==> src/scla_pkg.sv <==
`default_nettype none
package scla_pkg;

   // input item
   typedef struct packed {
      logic       kind;
      logic [7:0] rx_byte;
   } req_type;

   // result item
   typedef struct packed {
      logic       out_kind;
      logic [7:0] out_byte;
      logic       last;
   } rsp_type;

   // sequencer states
   typedef enum logic {
      ST_IDLE,
      ST_SEND
   } state_type;

   // source of the bytes sent during a burst
   typedef enum logic [1:0] {
      SRC_PROMPT,
      SRC_ERASE,
      SRC_LINE,
      SRC_ECHO
   } src_type;

   // input kinds
   localparam logic KIND_BYTE     = 1'b0;
   localparam logic KIND_CONSUMED = 1'b1;

   // result kinds
   localparam logic OUT_TX  = 1'b0;
   localparam logic OUT_CMD = 1'b1;

   // character codes
   localparam logic [7:0] CH_CR = 8'h0D;
   localparam logic [7:0] CH_BS = 8'h08;
   localparam logic [7:0] CH_LO = 8'h20;
   localparam logic [7:0] CH_HI = 8'h7E;

   localparam int PROMPT_LEN = 10;
   localparam int ERASE_LEN  = 9;

   // prompt string: cr, lf and eight text bytes
   function automatic logic [7:0] prompt_byte(input logic [3:0] idx);
      logic [7:0] b;
      case (idx)
         4'd0:    b = 8'h0D;
         4'd1:    b = 8'h0A;
         4'd2:    b = 8'h31;
         4'd3:    b = 8'h39;
         4'd4:    b = 8'h31;
         4'd5:    b = 8'h30;
         4'd6:    b = 8'h41;
         4'd7:    b = 8'h20;
         4'd8:    b = 8'h3E;
         4'd9:    b = 8'h20;
         default: b = 8'h20;
      endcase
      return b;
   endfunction

   // cursor back, blank, cursor back
   function automatic logic [7:0] erase_byte(input logic [3:0] idx);
      logic [7:0] b;
      case (idx)
         4'd0:    b = 8'h1B;
         4'd1:    b = 8'h5B;
         4'd2:    b = 8'h31;
         4'd3:    b = 8'h44;
         4'd4:    b = 8'h20;
         4'd5:    b = 8'h1B;
         4'd6:    b = 8'h5B;
         4'd7:    b = 8'h31;
         4'd8:    b = 8'h44;
         default: b = 8'h20;
      endcase
      return b;
   endfunction

endpackage
`default_nettype wire

==> src/scla_line_ram.sv <==
`default_nettype none
module scla_line_ram #(
   parameter int DEPTH  = 32,
   parameter int ADDR_W = 5
) (
   input  wire logic              clock,
   input  wire logic              wr_en,
   input  wire logic [ADDR_W-1:0] wr_addr,
   input  wire logic [7:0]        wr_data,
   input  wire logic [ADDR_W-1:0] rd_addr,
   output      logic [7:0]        rd_data
);

   logic [7:0] mem [DEPTH];
   logic [7:0] rd_data_ff;

   // write port
   always_ff @(posedge clock) begin
      if (wr_en) begin
         mem[wr_addr] <= wr_data;
      end
   end

   // registered read port, out of range addresses never used for data
   always_ff @(posedge clock) begin
      if (32'(rd_addr) < DEPTH) begin
         rd_data_ff <= mem[rd_addr];
      end
   end

   assign rd_data = rd_data_ff;

endmodule
`default_nettype wire

==> src/serial_command_line_assembler_unit.sv <==
`default_nettype none
// channel   direction  payload   handshake
// req       in         req_type  req_valid / req_stall
// rsp       out        rsp_type  rsp_valid / rsp_stall
//
// One item per transfer at req; the block then stalls req while it sends the
// results, one per cycle unless rsp stalls, from a shared index counter and
// end compare. Echo sends one byte, erase 9, prompt 10, a command line one per
// stored byte; dropped bytes send nothing and leave req unstalled.
// Reset clears the sequencer, the line length and the output valid; the line
// store holds no reset. A stall at rsp holds the output register and the burst.
module serial_command_line_assembler_unit
   import scla_pkg::*;
#(
   parameter int LINE_MAX = 32
) (
   input  wire logic    clock,
   input  wire logic    reset,
   input  wire logic    req_valid,
   output      logic    req_stall,
   input  wire req_type req_data,
   output      logic    rsp_valid,
   input  wire logic    rsp_stall,
   output      rsp_type rsp_data
);

   localparam int LEN_W  = $clog2(LINE_MAX + 1);
   localparam int ADDR_W = (LINE_MAX > 1) ? $clog2(LINE_MAX) : 1;
   localparam int CNT_W  = (LEN_W > 4) ? LEN_W : 4;

   state_type          state_ff, state_in;
   src_type            src_ff, src_in;
   logic [CNT_W-1:0]   idx_ff, idx_in;
   logic [CNT_W-1:0]   end_ff, end_in;
   logic [LEN_W-1:0]   len_ff, len_in;
   logic [7:0]         echo_ff, echo_in;
   logic               rsp_valid_ff, rsp_valid_in;
   rsp_type            rsp_ff, rsp_in;

   logic               accept;
   logic               slot_free;
   logic [CNT_W-1:0]   idx_next;
   logic               is_last;
   logic [7:0]         send_byte;
   logic               wr_en;
   logic [7:0]         rd_data;

   assign accept    = req_valid && !req_stall;
   assign slot_free = !rsp_valid_ff || !rsp_stall;
   assign req_stall = (state_ff != ST_IDLE);

   // shared index step and end compare
   assign idx_next = idx_ff + CNT_W'(1);
   assign is_last  = (idx_next == end_ff);

   // byte for the current position of the burst
   always_comb begin
      case (src_ff)
         SRC_PROMPT: send_byte = prompt_byte(idx_ff[3:0]);
         SRC_ERASE:  send_byte = erase_byte(idx_ff[3:0]);
         SRC_LINE:   send_byte = rd_data;
         SRC_ECHO:   send_byte = echo_ff;
         default:    send_byte = echo_ff;
      endcase
   end

   // sequencer
   always_comb begin
      state_in     = state_ff;
      src_in       = src_ff;
      idx_in       = idx_ff;
      end_in       = end_ff;
      len_in       = len_ff;
      echo_in      = echo_ff;
      wr_en        = 1'b0;
      rsp_in       = rsp_ff;
      rsp_valid_in = rsp_valid_ff && rsp_stall;
      case (state_ff)
         ST_IDLE: begin
            if (accept) begin
               idx_in  = '0;
               echo_in = req_data.rx_byte;
               if (req_data.kind == KIND_CONSUMED) begin
                  src_in   = SRC_PROMPT;
                  end_in   = CNT_W'(PROMPT_LEN);
                  state_in = ST_SEND;
               end else if (req_data.rx_byte == CH_CR) begin
                  if (len_ff == '0) begin
                     src_in = SRC_PROMPT;
                     end_in = CNT_W'(PROMPT_LEN);
                  end else begin
                     src_in = SRC_LINE;
                     end_in = CNT_W'(len_ff);
                     len_in = '0;
                  end
                  state_in = ST_SEND;
               end else if (req_data.rx_byte inside {[CH_LO:CH_HI]}) begin
                  if (len_ff < LEN_W'(LINE_MAX)) begin
                     wr_en    = 1'b1;
                     len_in   = len_ff + LEN_W'(1);
                     src_in   = SRC_ECHO;
                     end_in   = CNT_W'(1);
                     state_in = ST_SEND;
                  end
               end else if (req_data.rx_byte == CH_BS) begin
                  if (len_ff != '0) begin
                     len_in   = len_ff - LEN_W'(1);
                     src_in   = SRC_ERASE;
                     end_in   = CNT_W'(ERASE_LEN);
                     state_in = ST_SEND;
                  end
               end
            end
         end
         ST_SEND: begin
            if (slot_free) begin
               rsp_in.out_kind = (src_ff == SRC_LINE) ? OUT_CMD : OUT_TX;
               rsp_in.out_byte = send_byte;
               rsp_in.last     = is_last;
               rsp_valid_in    = 1'b1;
               idx_in          = idx_next;
               if (is_last) begin
                  state_in = ST_IDLE;
               end
            end
         end
         default: begin
            state_in = ST_IDLE;
         end
      endcase
   end

   // control registers
   always_ff @(posedge clock) begin
      if (reset) begin
         state_ff     <= ST_IDLE;
         len_ff       <= '0;
         rsp_valid_ff <= 1'b0;
      end else begin
         state_ff     <= state_in;
         len_ff       <= len_in;
         rsp_valid_ff <= rsp_valid_in;
      end
   end

   // burst and payload registers
   always_ff @(posedge clock) begin
      src_ff  <= src_in;
      idx_ff  <= idx_in;
      end_ff  <= end_in;
      echo_ff <= echo_in;
      rsp_ff  <= rsp_in;
   end

   // line store, read one step ahead so data lines up with idx_ff
   scla_line_ram #(
      .DEPTH  (LINE_MAX),
      .ADDR_W (ADDR_W)
   ) u_line_ram (
      .clock   (clock),
      .wr_en   (wr_en),
      .wr_addr (len_ff[ADDR_W-1:0]),
      .wr_data (req_data.rx_byte),
      .rd_addr (idx_in[ADDR_W-1:0]),
      .rd_data (rd_data)
   );

   assign rsp_valid = rsp_valid_ff;
   assign rsp_data  = rsp_ff;

endmodule
`default_nettype wire

==> config.mk <==
export PLATFORM = sky130hd
export DESIGN_NAME = serial_command_line_assembler_unit
export DESIGN_NICKNAME = d
export VERILOG_FILES = /design/src/scla_pkg.sv /design/src/scla_line_ram.sv /design/src/serial_command_line_assembler_unit.sv
export SDC_FILE = /design/constraint.sdc
export NUM_CORES = 1
export LEC_CHECK = 0
export BUFFER_PORTS_ARGS = -buffer_cell sky130_fd_sc_hd__clkbuf_2
export CAP_MARGIN = 20
export CORE_MARGIN = 10
export CORE_UTILIZATION = 50
export CTS_BUF_LIST = sky130_fd_sc_hd__clkbuf_4 sky130_fd_sc_hd__clkbuf_8
export CTS_CLUSTER_DIAMETER = 150
export DETAILED_ROUTE_END_ITERATION = 7
export PLACE_DENSITY = 0.73
export SYNTH_ARGS = -nofsm -noshare
export SYNTH_HDL_FRONTEND = slang
export SYNTH_SLANG_ARGS = --single-unit
==> constraint.sdc <==
create_clock -name clock -period 5.2 [get_ports clock]
set_input_delay 0.52 -clock clock [delete_from_list [all_inputs] [get_ports clock]]
set_output_delay 0.52 -clock clock [all_outputs]
set_load 0.02 [all_outputs]
==> out/metrics.cfg <==
[timing]
timing.final.hold_violations=0
relSlewSlack=0.374
tightest_slew_ns=0.939
skew_ns=0.0282
fin_crit_sh=0.655
fin_setup_tns_ns=0
min_period_ns=3.40
rsz0062_at_grt=no
max_freq_mhz=294
drv_slew=0
setup_viol=0

[synthesis]
synth.mux.area_fraction=0.0670
synth_top_family_by_area=simple AND/OR/NAND/NOR gates
synth_compound_area_frac=0.0685
syn_area_um2=13000
synth_nets=928
synth_edf_count=283
synthSimpleGateAreaFrac=0.110
ys_seq_elements=316
synth-main-ff-cell=edfxtp_1
avgSynthCellArea_um2=14.4
yosysSeqAreaShare=0.705
asyncSetResetFlopFracSynth=0
ys_types=66
yosysWarnings=0
synth-xor-area-share=0.0101
syn_inst=901
synthAdderAreaFrac=0.0141

[worst_setup_path]
arrival_ns=3.81
slowest_delay_ns=0.77
crit_family=simple AND/OR/NAND/NOR gates
regToRegStartpoint=idx_ff[0]$_DFF_P_
cp-start-kind=flip-flop
cp.required_ns=5.60
cpMostUsedCell=nand4_1
crit_chain=ha_1 > a21boi_0 > o21ai_1 > o21ai_2 > inv_2 > nor2_2 > buf_4 > a31oi_1 > nand4_1 > nand4_1
slowest_stage=nor2_2
path_max_fanout=17
crit_path_start=idx_ff[0]$_DFF_P_
end_kind=flip-flop
critical_path_class=reg -> reg
critPathBufInv=2

[power_and_ir_drop]
ir_worst_vdd_mv=0.290
power_density_nw_per_um2=382
power.leakage_nw=5.19

[clocking]
htreeDepth=2
cts_root_buffer=clkbuf_8
cts_buffers=49
cts.hold.buffers_added=0
cts_tree=done
clk_latency_ns=0.58
clock-sinks=316
clockBufferDepth=3
cts_resized=0
clk_pin_slew_ns=0.06
post_cts_buffers=0

[worst_hold_path]
hold_class=in -> reg
hold_path_startpoint=reset

[detailed_routing]
wl_met3_um=3070
vias=7658
via_per_inst=5.85
drc=0
drtIter0Drc=1003
wl_met1_um=12300
wl_met2_um=13500
dr.pass1.iters=6
wl_per_cell_um=22.7
top_layer=met4
drt_wl_total_um=29700
final_antenna_net_count=0

[layout]
multi_input_area_um2=3500
n_antenna_cell=0
fillers=2035
seq_area_um2=9160
fin_nets=970
areaGrowthSynthToFinish_pct=10.4
drive_gt1_frac=0.166
utilization=0.564

[die]
core_um2=25400
io_pins=25
placement_rows=58
dieArea_um2=32800
fp.dieW_um=181
die-height_um=181
start_util=0.511

[placement]
port-buffer-count=24
dp_hpwl_um=18900
gp_congestion=0.872

[global_route]
grt_pass1_wl_um=45500
grt-ovfl-total=0
grt_max_degree=73
antenna_found_initial=1
grt_pass1_vias=7691
grt_usage=0.178

[status]
status=finished clean

[run]
cap_violations=0

-- through the flow --
stage          cell area [um2]  std cells  hold slack (ns)  setup slack (ns)  total power (W)
2_1_floorplan            13000        901            0.487              2.54          0.00331
3_3_place_gp             13400       1222            0.533              1.45          0.00348
3_5_place_dp             13400       1222            0.553              1.28          0.00350
4_1_cts                  14300       1309            0.223              1.86          0.00550
5_1_grt                  14300       1309            0.257              1.58          0.00567
6_report                 14300       1309            0.253              1.80          0.00547
-- where the power goes --
group          internal (W)  switching [W]  leakage (nW)  total (W)
combinational      0.000200       0.000388          1.85   0.000589
sequential          0.00283      0.0000349          2.83    0.00286
clock               0.00109       0.000929         0.511    0.00202
total               0.00412        0.00135          5.19    0.00547
-- state kept, by name (all words and copies together), names as in the netlist, named ones only --
register and flops:
echo_ff 8, end_ff 6, idx_ff 6, len_ff 6, req_stall 1, rsp_data 10
rsp_valid 1, src_ff 2, u_line_ram.mem 256, u_line_ram.rd_data 8
-- area by class of cell --
| cell class | count | area share |
|---|---|---|
| tap | 330 | 0.0288 |
| inverter | 14 | 0.00419 |
| sequential | 316 | 0.639 |
| clock buffer | 68 | 0.0583 |
| clock inverter | 19 | 0.00891 |
| multi-input combinational | 524 | 0.244 |
| timing repair buffer | 38 | 0.0166 |
-- cells in the mapped netlist, types with 7 or more instances --
library cell	instances	share of area
inv_1	10	0.0029
nand3_1	49	0.019
clkbuf_1	15	0.0043
nor2_1	54	0.016
dfxtp_1	33	0.051
and3_1	7	0.0034
xnor2_1	10	0.0067
buf_4	9	0.0052
a221oi_2	7	0.0081
buf_2	18	0.0069
nand4_1	10	0.0048
a31oi_1	18	0.0087
nand2_1	151	0.044
o21ai_1	8	0.0031
mux4_2	7	0.012
edfxtp_1	283	0.65
a32oi_1	30	0.020
a21oi_1	15	0.0058
ha_1	13	0.013
mux2i_1	70	0.054
-- kinds of logic (layout without fill, tap and decap cells) --
logic type,after synthesis,count (layout)
xor gates and xnor gates,15,15
buffers and inverters,61,139
DFF,316,316
and+or+nand+nor,307,307
AOI/OAI and AO/OA,110,110
muxes,78,78
adders and majority gates,14,14
-- worst register-to-register path, cell delays in order (launching register included) --
cell and delay (ns):
dfxtp_1 0.37, ha_1 0.33, a21boi_0 0.19, o21ai_1 0.09, o21ai_2 0.21, inv_2 0.28, nor2_2 0.77, buf_4 0.39
a31oi_1 0.13, nand4_1 0.27, nand4_1 0.19
-- routing by layer --
| layer | up-vias | track usage |
|---|---|---|
| li1 | 3473 | - |
| met1 | 3689 | 0.236 |
| met2 | 419 | 0.272 |
| met3 | 77 | 0.0466 |
| met4 | 0 | 0.0732 |
| met5 | - | 0 |
-- layout by cell type (no fill, tap or decap), types with 9 or more instances in the layout --
| cell | count |
|---|---|
| inv_1 | 10 |
| dfxtp_1 | 33 |
| nand4_1 | 10 |
| buf_4 | 13 |
| nand3_1 | 49 |
| xnor2_1 | 10 |
| nor2_1 | 54 |
| ha_1 | 13 |
| a31oi_1 | 18 |
| clkbuf_8 | 52 |
| a32oi_1 | 30 |
| nand2_1 | 151 |
| a21oi_1 | 15 |
| edfxtp_1 | 283 |
| mux2i_1 | 70 |
| clkinv_2 | 9 |
| clkbuf_2 | 24 |
| clkbuf_4 | 16 |
-- path summary, 6_finish.rpt --
check                                                     end  slack (ns)  cells past startpoint
worst max-delay path            u_line_ram.rd_data[6]$_DFF_P_        1.80                     10
worst min-delay path                   len_ff[1]$_SDFFE_PP0P_        0.25                      2
worst max register to register  u_line_ram.rd_data[6]$_DFF_P_        1.80                     10
worst min register to register         len_ff[1]$_SDFFE_PP0P_        0.58                      2
No activity file was read; power rests on OpenSTA's default activity.
